### src/hw/rtl/grid_cell_height_averager_unit_macros.svh
// Assertion helpers shared by the RTL of the grid cell height averager.
// Both expect a clock named clk and an active-low reset named arst_n in scope.
`ifndef GRID_CELL_HEIGHT_AVERAGER_UNIT_MACROS_SVH
`define GRID_CELL_HEIGHT_AVERAGER_UNIT_MACROS_SVH

// The consequent must hold in the same cycle as the antecedent.
`define GCHAV_ASSERT_SAME(label, ante, cons, msg) \
	label: assert property (@(posedge clk) disable iff (!arst_n) (ante) |-> (cons)) \
		else $error(msg);

// The consequent must hold in the cycle after the antecedent.
`define GCHAV_ASSERT_NEXT(label, ante, cons, msg) \
	label: assert property (@(posedge clk) disable iff (!arst_n) (ante) |=> (cons)) \
		else $error(msg);

`endif

### src/hw/rtl/gchav_pkg.sv
package gchav_pkg;

	localparam int MAX_COLS_DEF   = 64;
	localparam int MAX_ROWS_DEF   = 64;
	localparam int COUNT_BITS_DEF = 16;

	// Shared divider geometry: a 48 bit magnitude over a 31 bit divisor,
	// at most 32 quotient bits.
	localparam int NUM_W = 48;
	localparam int DEN_W = 31;
	localparam int QUO_W = 32;
	localparam int SUM_W = 48;

	localparam int CFG_IDX_W  = 3;
	localparam int CFG_DATA_W = 32;

	localparam logic [CFG_IDX_W-1:0] REG_X_ORIGIN  = 3'd0;
	localparam logic [CFG_IDX_W-1:0] REG_Y_ORIGIN  = 3'd1;
	localparam logic [CFG_IDX_W-1:0] REG_CELL_SIZE = 3'd2;
	localparam logic [CFG_IDX_W-1:0] REG_GRID_COLS = 3'd3;
	localparam logic [CFG_IDX_W-1:0] REG_GRID_ROWS = 3'd4;

	localparam logic OP_ACCUM = 1'b0;
	localparam logic OP_READ  = 1'b1;

	typedef struct packed {
		logic               op;
		logic signed [31:0] point_x;
		logic signed [31:0] point_y;
		logic signed [31:0] point_z;
		logic [11:0]        read_cell;
	} in_t;

	typedef struct packed {
		logic [11:0]        cell_used;
		logic               occupied;
		logic signed [31:0] cell_x;
		logic signed [31:0] cell_y;
		logic signed [31:0] mean_height;
		logic [15:0]        sample_count;
		logic               dropped;
	} out_t;

	typedef struct packed {
		logic             start;
		logic             long_mode;
		logic [NUM_W-1:0] num;
		logic [DEN_W-1:0] den;
	} div_req_t;

	typedef struct packed {
		logic             busy;
		logic             done;
		logic             ovf;
		logic [QUO_W-1:0] quo;
		logic [DEN_W-1:0] rem;
	} div_res_t;

endpackage

### src/hw/rtl/gchav_div.sv
module gchav_div #(
	parameter int SHORT_STEPS = 7
) (
	input  logic                clk,
	input  logic                arst_n,
	input  gchav_pkg::div_req_t req,
	output gchav_pkg::div_res_t res
);
	import gchav_pkg::*;

	localparam int SH_W  = DEN_W + QUO_W;
	localparam int CNT_W = $clog2(QUO_W + 1);

	logic [NUM_W-1:0] rem_q;
	logic [SH_W-1:0]  dsh_q;
	logic [QUO_W-1:0] quo_q;
	logic [CNT_W-1:0] left_q;
	logic             busy_q;
	logic             done_q;
	logic             ovf_q;
	logic [SH_W-1:0]  num_ext;
	logic [SH_W-1:0]  rem_ext;
	logic [SH_W-1:0]  lim;
	logic [SH_W-1:0]  dsh_init;
	logic             take;

	assign num_ext = SH_W'(req.num);
	assign rem_ext = SH_W'(rem_q);

	// A quotient that does not fit in the step count is flagged up front;
	// the caller treats it as out of range.
	assign lim = req.long_mode ? (SH_W'(req.den) << QUO_W) : (SH_W'(req.den) << SHORT_STEPS);
	assign dsh_init = req.long_mode ? (SH_W'(req.den) << (QUO_W - 1)) :
		(SH_W'(req.den) << (SHORT_STEPS - 1));
	assign take = rem_ext >= dsh_q;

	always_ff @(posedge clk or negedge arst_n) begin
		if (!arst_n) begin
			busy_q <= 1'b0;
			done_q <= 1'b0;
			left_q <= '0;
		end else begin
			done_q <= 1'b0;
			if (req.start) begin
				busy_q <= 1'b1;
				left_q <= req.long_mode ? CNT_W'(QUO_W) : CNT_W'(SHORT_STEPS);
			end else if (busy_q) begin
				left_q <= left_q - CNT_W'(1);
				if (left_q == CNT_W'(1)) begin
					busy_q <= 1'b0;
					done_q <= 1'b1;
				end
			end
		end
	end

	// One restoring step per cycle, divisor walking down one bit at a time.
	always_ff @(posedge clk) begin
		if (req.start) begin
			rem_q <= req.num;
			dsh_q <= dsh_init;
			quo_q <= '0;
			ovf_q <= num_ext >= lim;
		end else if (busy_q) begin
			if (take) begin
				rem_q <= rem_q - dsh_q[NUM_W-1:0];
			end
			quo_q <= {quo_q[QUO_W-2:0], take};
			dsh_q <= dsh_q >> 1;
		end
	end

	assign res = '{busy: busy_q, done: done_q, ovf: ovf_q, quo: quo_q, rem: rem_q[DEN_W-1:0]};

endmodule

### config.mk
export PLATFORM = sky130hd
export DESIGN_NAME = gchav_div
export DESIGN_NICKNAME = d
export VERILOG_FILES = /design/src/hw/rtl/grid_cell_height_averager_unit_macros.svh /design/src/hw/rtl/gchav_pkg.sv /design/src/hw/rtl/gchav_div.sv
export SDC_FILE = /design/constraint.sdc
export NUM_CORES = 1
export LEC_CHECK = 0
export ABC_AREA = 1
export BUFFER_PORTS_ARGS = -buffer_cell sky130_fd_sc_hd__buf_2
export CORE_UTILIZATION = 47
export DETAILED_ROUTE_END_ITERATION = 8
export GPL_ROUTABILITY_DRIVEN = 0
export PLACE_DENSITY = 0.69
export SYNTH_ARGS = -nofsm -noshare
export SYNTH_HDL_FRONTEND = slang
export SYNTH_SLANG_ARGS = --single-unit
### constraint.sdc
create_clock -name clk -period 3 [get_ports clk]
set_input_delay 0.3 -clock clk [delete_from_list [all_inputs] [get_ports clk]]
set_output_delay 0.3 -clock clk [all_outputs]
set_load 0.05 [all_outputs]
After elaboration in Yosys (flattened, before gate mapping)
Cells that the tools add are included.
- register bits after elaboration: 152
- bits in latches: 0
- bits in writable memories: 0
- bits in read-only memories: 0
- bits of input ports: 83
- logic and storage cells: 31
- memories kept: 0
- add/subtract/negate cells: 2
- multipliers: 0
- div/mod/pow operators: 0
- magnitude comparators: 2
- eq/ne operators: 1
- shifts and indexed selects: 0
- multiplexer cells: 16
- bitwise gates (word level): 0
- reduce and logical (&&, ||, !) cells: 3
- operators by type and width (cell ; number):
    $mux W63 ; 3
    $mux W48 ; 3
    $ge A48 B63 Y1 ; 2
    $mux W62 ; 1
    $sub A48 B48 Y48 ; 1
    $mux W6 ; 3
    $eq A6 B1 Y1 const B ; 1
    $mux W1 ; 6
    $sub A6 B1 Y6 const B ; 1
    $reduce_bool A2 Y1 ; 2
    $reduce_and A2 Y1 ; 1

Logic depth before layout (Yosys ltp)
Gate-level depths: netlist of the first run.
- word-level depth: 4
- depth in mapped cells: 15

Least setup slack after synthesis of the first run
Ideal clock, no wire load.
- kind: reg2reg
- start point: register rem_q[10]
- end point: register rem_q[0], enable pin
- arrival: 2560 ps
- required time: 2593 ps
- setup slack: 34 ps
- cell stages (with the launch flop): 14
- buffers on the path: 0
- clock period less this slack: 2966 ps
- path through: edfxtp_1 ha_1 nand2_1 nor2_2 nand2_1 clkinv_1 nand2_2 nand2_2 nand2_2 nand2_2 nand2_1 nand2_1 nand2_1 nand2_1
- longest elaborated chain between the ends: 3
- RTL lines (item ; line ; RTL):
    start, declared ; gchav_div.sv:14 ; logic [NUM_W-1:0] rem_q;
    start signal, assigned ; gchav_div.sv:60 ; rem_q <= req.num;
    start signal, assigned ; gchav_div.sv:66 ; rem_q <= rem_q - dsh_q[NUM_W-1:0];
    $ge A48 B63 Y1 ; gchav_div.sv:35 ; assign take = rem_ext >= dsh_q;
    $reduce_bool A2 Y1 (no line) ; - ;
    $reduce_and A2 Y1 (no line) ; - ;
No other way between the ends.
A chain may end at the register's enable or synchronous reset.

Worst setup path after layout of the first run
- start point: register rem_q[10]
- end point: register rem_q[18], enable pin
Same word-level chain as after synthesis.

==> results_dict.tcl, run 1 <==
set metrics [dict create \
    status "completed" \
    post_cts_buffers 0 \
    avgRoutedWirePerCell_um 17.7 \
    gr-usage-all-layers_pct 30.2 \
    cts_sinks 151 \
    drc 0 \
    fin_crit_sh_pct 88.0 \
    clock_latency_ps 440 \
    synth_top_cell_area_share_pct 27.8 \
    grt_pass1_vias 10700 \
    die-area_um2 26100 \
    post-route-util_pct 53.7 \
    first_iter_violations 1354 \
    htree_levels 4 \
    worst_slew_pin_slew_ps 957 \
    power.density_nw_per_um2 674 \
    coreArea_um2 25100 \
    num_rows 58 \
    synth.top_cells.by_area "edfxtp_1 (28%), nand2_1 (20%), inv_1 (9.8%)" \
    final_common_cell "nand2_1" \
    slew_violations 0 \
    endpoint_kind "flop" \
    cp.arrival_ps 2760 \
    cts_hold_buf 1 \
    peakVddDrop_uv 381 \
    tns_ps 0 \
    skew_ps 9.97 \
    rsz0062_at_grt "no" \
    routed_wl_um 39200 \
    fp.dieW_um 162 \
    fmax_ghz 0.379 \
    cap_violations 0 \
    holdWs_ps 155 \
    cellLeakagePower_nw 6.91 \
    start_kind "flop" \
    cts-root-buf "clkbuf_16" \
    num_io_pins 149 \
    synth_fp_nets 1936 \
    drive_gt1_share_pct 13.0 \
    hold_violations 0 \
    firstDrtPassIters 7 \
    crit_type "reg2reg" \
    cp.required_ps 3110 \
    hp-class "in2reg" \
    synth-warning-count 0 \
    synthCells 1761 \
    cts_resized 0 \
    final_cell_mix "nand2_1 (624), inv_1 (314), buf_2 (148)" \
    vias_per_cell 5.29 \
    hpwl_um 31800 \
    ys_seq_elements 151 \
    cp_max_fo 19 \
    grt_max_degree 77 \
    syn_avg_cell_area_um2 6.80 \
    grt.overflow.total 0 \
    yosysSeqAreaShare_pct 34.8 \
    nets 2049 \
    grt_pass1_wl_um 59500 \
    tritoncts "yes" \
    syn2layout_area_growth_pct 12.6 \
    setup_viol 0 \
    finalCriticalPeriod_ps 2640 \
    die_y_um 162 \
    postRouteAntennaNets 0 \
    clk_path_buf_depth 2 \
    yosysUniqueCellTypes 45 \
    antenna_found_initial 2 \
    synth_top_area_cell "edfxtp_1" \
    initial_core_util_pct 47.7 \
    slew-limit-headroom_pct 36.1 \
    synth_area_um2 12000 \
    clk_pin_slew_worst_paths_ps 70 \
    num_vias 11700 \
    power_w 0.00908 \
    cts_buffers 17 \
    port_buffers 148 \
]
## power breakdown
part           switching (W)  leakage [nW]  internal [W]  total, W
clock                0.00105         0.306       0.00126   0.00230
sequential          0.000162          1.56       0.00259   0.00275
combinational        0.00278          5.05       0.00125   0.00403
## critical path, stage by stage, from the launching register on
cell and delay, ps:
edfxtp_1 440, ha_1 390, nand2_1 160, nor2_2 210, nand2_1 120, clkinv_1 70
nand2_2 50, nand2_2 120, nand2_2 60, nand2_2 70, nand2_1 60, nand2_1 80
nand2_1 70, nand2_2 90, buf_4 320
## final timing paths
path	startpoint	to	slack [ps]	depth (start not counted)
setup / recovery	rem_q[10]	rem_q[18]	360	14
hold / removal	req[37]	rem_q[6]	150	3
hold reg to reg	quo_q[31]	quo_q[31]	480	2
min in group asynchronous	arst_n	left_q[1]	220	2
max in group asynchronous	arst_n	done_q	2610	2
setup reg to reg	rem_q[10]	rem_q[18]	360	14
## synth_stat cells, drive strengths merged
| library cell | n |
|---|---|
| o31ai | 1 |
| xor2 | 2 |
| dlygate4sd1 | 1 |
| clkbuf | 23 |
| o21bai | 4 |
| nor2 | 136 |
| o211ai | 1 |
| nand4 | 18 |
| buf | 46 |
| a211oi | 2 |
| mux2i | 2 |
| nand3 | 82 |
| dfrtp | 8 |
| nand2 | 636 |
| clkinv | 3 |
| inv | 318 |
| o21ai | 87 |
| ha | 91 |
| o22ai | 30 |
| nor4 | 2 |
| nor3 | 9 |
| a31oi | 2 |
| edfxtp | 111 |
| a21o | 2 |
| dfxtp | 32 |
| or2 | 15 |
| o21a | 5 |
| nand3b | 17 |
| a21oi | 57 |
| and3 | 2 |
| and2 | 4 |
| xnor2 | 9 |
| fa | 1 |
| o221ai | 2 |
## sequential cells by signal, summed over array words and instances, names as in the netlist
signal,flops
rem_q,48
dsh_q,62
quo_q,32
left_q,6
ovf_q,1
busy_q,1
done_q,1
## kinds of logic after synthesis
logic type / share of synthesized area (%)
AOI/OAI and AO/OA: 8.77
muxes: 0.167
DFF: 34.8
xor gates and xnor gates: 0.804
and+or+nand+nor: 32.1
adders and majority gates: 9.67
buffers and inverters: 13.6
## metrics by stage
stage,cells,setup slack (ps),cell area [µm²]
floorplan,1761,33.6,12000
global placement,2184,422,12900
detailed placement,2184,375,12900
CTS,2217,363,13500
global route,2217,160,13500
finish,2218,359,13500
## final cells by class
cell class / count / area [µm²]
Antenna cell: 1 / 2.50
Inverter: 321 / 1210
Clock buffer: 19 / 464
Clock inverter: 13 / 145
Fill cell: 2515 / 11600
Sequential cell: 151 / 4170
Tap cell: 330 / 413
Multi-Input combinational cell: 1219 / 6180
Timing Repair Buffer: 164 / 901
## layer usage
metal | GRT usage [%] | vias to the layer above | part of all wire (%)
met5 | 0 | - | 0
met4 | 14.2 | 0 | 4.5
met3 | 5.80 | 84 | 10
met2 | 45.8 | 618 | 42
met1 | 41.6 | 5273 | 43
li1 | - | 5758 | -
Note: power is estimated with default switching activity, not from simulation.
==> run 2: changes to the inputs <==
--- a/config.mk
+++ b/config.mk
@@ -11,6 +11,7 @@
 export DETAILED_ROUTE_END_ITERATION = 8
 export GPL_ROUTABILITY_DRIVEN = 0
 export PLACE_DENSITY = 0.69
+export RECOVER_POWER = 50
 export SYNTH_ARGS = -nofsm -noshare
 export SYNTH_HDL_FRONTEND = slang
 export SYNTH_SLANG_ARGS = --single-unit
==> results_dict.tcl, run 2 (synthesis gave the netlist of run 1 again) <==
set metrics [dict create \
    peakVddDrop_uv 382 \
    crit_type "reg2reg" \
    final_common_cell "nand2_1" \
    coreArea_um2 25100 \
    cellLeakagePower_nw 6.65 \
    htree_levels 4 \
    met3_usage_pct 5.80 \
    firstDrtPassIters 7 \
    multi_input_area_um2 6180 \
    skew_ps 8.02 \
    gr-usage-all-layers_pct 30.2 \
    cp.required_ps 3110 \
    status "finished with violations" \
    drive_gt1_share_pct 9.27 \
    die-area_um2 26100 \
    fp.dieW_um 162 \
    final_cell_mix "nand2_1 (624), inv_1 (315), nor2_1 (114)" \
    grt.overflow.total 0 \
    setup_viol 0 \
    seq_area_um2 4170 \
    clk_pin_slew_worst_paths_ps 70 \
    start_kind "flop" \
    num_io_pins 149 \
    syn2layout_area_growth_pct 11.6 \
    met1_usage_pct 41.6 \
    cap_violations 2 \
    cp_max_fo 19 \
    num_rows 58 \
    holdWs_ps 153 \
    rsz0062_at_grt "no" \
    fin_crit_sh_pct 90.2 \
    hold_violations 0 \
    nets 2049 \
    antenna_found_initial 2 \
    power.density_nw_per_um2 677 \
    largestRegisters "dsh_q x62, rem_q x48, quo_q x32" \
    grt_max_degree 77 \
    tritoncts "yes" \
    first_iter_violations 1340 \
    grt_pass1_wl_um 59500 \
    worst_slew_pin_slew_ps 2270 \
    fillers 2557 \
    grt-busiest-layer "met2" \
    hpwl_um 31800 \
    slew-limit-headroom_pct -51.2 \
    fmax_ghz 0.370 \
    top_register "dsh_q" \
    finalCriticalPeriod_ps 2710 \
    hp-class "in2reg" \
    initial_core_util_pct 47.7 \
    routed_wl_um 39100 \
    num_vias 11700 \
    violations "max-capacitance violations, max-slew violations" \
    diodes 0 \
    grt_pass1_vias 10700 \
    largest_reg_flops 62 \
    endpoint_kind "flop" \
    cts_sinks 151 \
    vias_per_cell 5.29 \
    cts-root-buf "clkbuf_16" \
    tns_ps 0 \
    drc 0 \
    cp.arrival_ps 2820 \
    postRouteAntennaNets 0 \
    die_y_um 162 \
    avgRoutedWirePerCell_um 17.6 \
    clock_latency_ps 440 \
    port_buffers 148 \
    slew_violations 122 \
    cts_buffers 17 \
    grtUsageMet2_pct 45.8 \
    clk_path_buf_depth 2 \
]
[run 2: cell count changes in the layout (fill, tap and decap cells not counted), moves of 3 or more]
cell,before,now
buf_4,12,7
clkbuf_2,0,3
clkbuf_1,0,70
buf_2,148,80
[run 2: final cells by class]
class,instances,area share (%)
Multi-Input combinational cell,1219,46.2
Sequential cell,151,31.2
Inverter,321,9.02
Timing Repair Buffer,164,5.92
Clock buffer,19,3.47
Tap cell,330,3.09
Clock inverter,13,1.09
[run 2: path summary, 6_finish.rpt]
kind / startpoint / end / slack [ps] / depth (start not counted)
worst max register to register: rem_q[10] / rem_q[18] / 290 / 14
worst min-delay path: req[37] / rem_q[6] / 150 / 3
worst min register to register: quo_q[31] / quo_q[31] / 480 / 2
min in group asynchronous: arst_n / left_q[2] / 310 / 2
worst max-delay path: rem_q[10] / rem_q[18] / 290 / 14
max in group asynchronous: arst_n / done_q / 2390 / 2
[run 2: worst max-delay path, stage by stage (launching register included)]
cell	delay, ps
edfxtp_1	450
ha_1	390
nand2_1	150
nor2_2	210
nand2_1	120
clkinv_1	70
nand2_2	50
nand2_2	120
nand2_2	60
nand2_2	70
nand2_1	60
nand2_1	80
nand2_1	70
nand2_2	90
buf_4	350
[run 2: routing by layer]
metal | part of all wire, % | routed length (µm) | vias to the layer above
met2 | 43 | 16600 | 592
met1 | 43 | 16800 | 5283
li1 | - | - | 5759
met4 | 4.4 | 1700 | 0
met3 | 9.9 | 3890 | 83
met5 | 0 | 0 | -
[run 2: stage by stage]
stage	power, W	worst slack [ps]	std cells	utilization, %	cell area (µm²)
global placement	0.00666	422	2184	51.2	12900
CTS	0.00898	363	2217	53.7	13500
global route	0.00958	116	2217	53.3	13400
finish	0.00905	294	2217	53.3	13400
detailed placement	0.00671	375	2184	51.2	12900
floorplan	0.00570	33.6	1761	-	12000
[run 2: power by group]
| group | switching, W | internal [W] | leakage, nW | total, W |
|---|---|---|---|---|
| Clock | 0.00103 | 0.00126 | 0.306 | 0.00229 |
| Sequential | 0.000165 | 0.00259 | 1.56 | 0.00276 |
| Combinational | 0.00279 | 0.00122 | 4.79 | 0.00401 |
| Total | 0.00398 | 0.00507 | 6.65 | 0.00905 |
[run 2: timing repair]
item,CTS,global route
gates resized for setup,0,0
setup buffers,0,0
hold buffers,1,0
hold endpoints to repair,8,0
==> run 3: changes to the inputs <==
--- a/config.mk
+++ b/config.mk
@@ -7,11 +7,11 @@
 export LEC_CHECK = 0
 export ABC_AREA = 1
 export BUFFER_PORTS_ARGS = -buffer_cell sky130_fd_sc_hd__buf_2
+export CORE_MARGIN = 10
 export CORE_UTILIZATION = 47
 export DETAILED_ROUTE_END_ITERATION = 8
 export GPL_ROUTABILITY_DRIVEN = 0
 export PLACE_DENSITY = 0.69
-export RECOVER_POWER = 50
 export SYNTH_ARGS = -nofsm -noshare
 export SYNTH_HDL_FRONTEND = slang
 export SYNTH_SLANG_ARGS = --single-unit
==> results_dict.tcl, run 3 (synthesis gave the netlist of run 1 again) <==
set metrics [dict create \
    crit_type "reg2reg" \
    slew_violations 0 \
    fp.dieW_um 180 \
    crit_family "simple AND/OR/NAND/NOR gates" \
    routed_wl_um 40600 \
    fmax_ghz 0.380 \
    cp.arrival_ps 2760 \
    first_iter_violations 1438 \
    cpMaxStageDelayCell "edfxtp_1" \
    fin_crit_sh_pct 87.7 \
    setup_viol 0 \
    tns_ps 0 \
    port_buffers 148 \
    top_register "dsh_q" \
    postRouteAntennaNets 0 \
    grt_pass1_vias 11000 \
    clk_path_buf_depth 2 \
    largestRegisters "dsh_q x62, rem_q x48, quo_q x32" \
    slowest_delay_ps 430 \
    crit_chain "ha_1, nand2_1, nor2_1, nand2_1, inv_1, nand2_1, inv_1, nand2_2, nand2_2, nand2_1, nand2_1, nand2_1, nand2_2, buf_4" \
    final_cell_mix "nand2_1 (624), inv_1 (314), buf_2 (148)" \
    cts_buffers 17 \
    highest_layer "met5" \
    hp-class "in2reg" \
    instances_no_fill 2218 \
    cap_violations 0 \
    worst_slew_pin_slew_ps 961 \
    finalCriticalPeriod_ps 2630 \
    num_rows 58 \
    nets 2049 \
    drive_gt1_share_pct 13.0 \
    clk_pin_slew_worst_paths_ps 70 \
    peakVddDrop_uv 412 \
    cts_sinks 151 \
    syn2layout_area_growth_pct 12.5 \
    endpoint_kind "flop" \
    crit_top_cell "nand2_1" \
    status "completed" \
    grt.overflow.total 0 \
    start_kind "flop" \
    grt_max_degree 68 \
    cts-root-buf "clkbuf_16" \
    die-area_um2 32300 \
    dpl.cell_count 2184 \
    final_common_cell "nand2_1" \
    cellLeakagePower_nw 6.90 \
    multi_input_area_um2 6180 \
    power.density_nw_per_um2 674 \
    avgRoutedWirePerCell_um 18.3 \
    antenna_found_initial 4 \
    wl_met1_um 17600 \
    met2_length_um 17500 \
    firstDrtPassIters 6 \
    clock_latency_ps 450 \
    crit_buf_inv 3 \
    fillers 2513 \
    routed-wl-met3_um 4020 \
    hpwl_um 33200 \
    htree_levels 4 \
    skew_ps 17.1 \
    rsz0062_at_grt "no" \
    num_io_pins 149 \
    slew-limit-headroom_pct 35.8 \
    gr-usage-all-layers_pct 24.2 \
    grt_pass1_wl_um 61900 \
    tritoncts "yes" \
    seq_area_um2 4170 \
    coreArea_um2 25100 \
    cp.required_ps 3130 \
    num_vias 11700 \
    drc 0 \
    hold_violations 0 \
    die_y_um 180 \
    vias_per_cell 5.29 \
    largest_reg_flops 62 \
    initial_core_util_pct 47.7 \
    cp_max_fo 17 \
]
run 3: changes by cell type in the layout (fill, tap and decap cells not counted), moves of 2 or more:
cell	delta
buf_2	+68
buf_4	+6
clkbuf_1	-70
clkbuf_2	-3
inv_6	-2
inv_8	+3
run 3: power by group:
part / total (W) / internal (W) / switching, W
registers: 0.00275 / 0.00259 / 0.000157
logic: 0.00404 / 0.00125 / 0.00279
clock network: 0.00230 / 0.00122 / 0.00108
run 3: worst min-delay path: stages:
cell,delay [ps]
buf_2,90
nand2_1,50
nand2_1,50
run 3: cell type report:
cell class / count / area share [%]
Clock buffer: 19 / 3.53
Tap cell: 330 / 3.06
Antenna cell: 1 / 0.0186
Timing Repair Buffer: 164 / 6.59
Clock inverter: 13 / 1.07
Multi-Input combinational cell: 1219 / 45.8
Sequential cell: 151 / 31.0
Inverter: 321 / 8.96
run 3: path summary, 6_finish.rpt:
check / start / endpoint / slack [ps] / cells past startpoint
setup / recovery: rem_q[22] / rem_q[25] / 370 / 14
hold / removal: req[37] / rem_q[6] / 150 / 3
setup reg to reg: rem_q[22] / rem_q[25] / 370 / 14
hold reg to reg: quo_q[31] / quo_q[31] / 470 / 2
max in group asynchronous: arst_n / left_q[3] / 2600 / 2
min in group asynchronous: arst_n / left_q[1] / 210 / 2
run 3: routing by layer:
layer,vias up,global-route usage (%)
met5,-,0
li1,5760,-
met3,81,6.53
met4,4,9.30
met2,565,37.0
met1,5327,31.9
run 3: per-stage QoR:
stage / total power, W / utilization [%] / area [µm²] / worst slack, ps / hold WS (ps)
after CTS: 0.00901 / 53.7 / 13500 / 398 / 145
final: 0.00909 / 53.7 / 13500 / 368 / 150
after floorplan: 0.00570 / - / 12000 / 33.6 / 4.41
after global routing: 0.00964 / 53.7 / 13500 / 128 / 163
after global placement: 0.00666 / 51.2 / 12900 / 434 / 155
after detailed placement: 0.00672 / 51.2 / 12900 / 413 / 163
run 3: timing repair:
item | 4_1_cts | 5_1_grt
endpoints found under the hold margin | 8 | 0
setup buffers | 0 | 0
gates resized for setup | 0 | 0
endpoints found under the setup margin | 0 | 0
hold buffers | 1 | 0
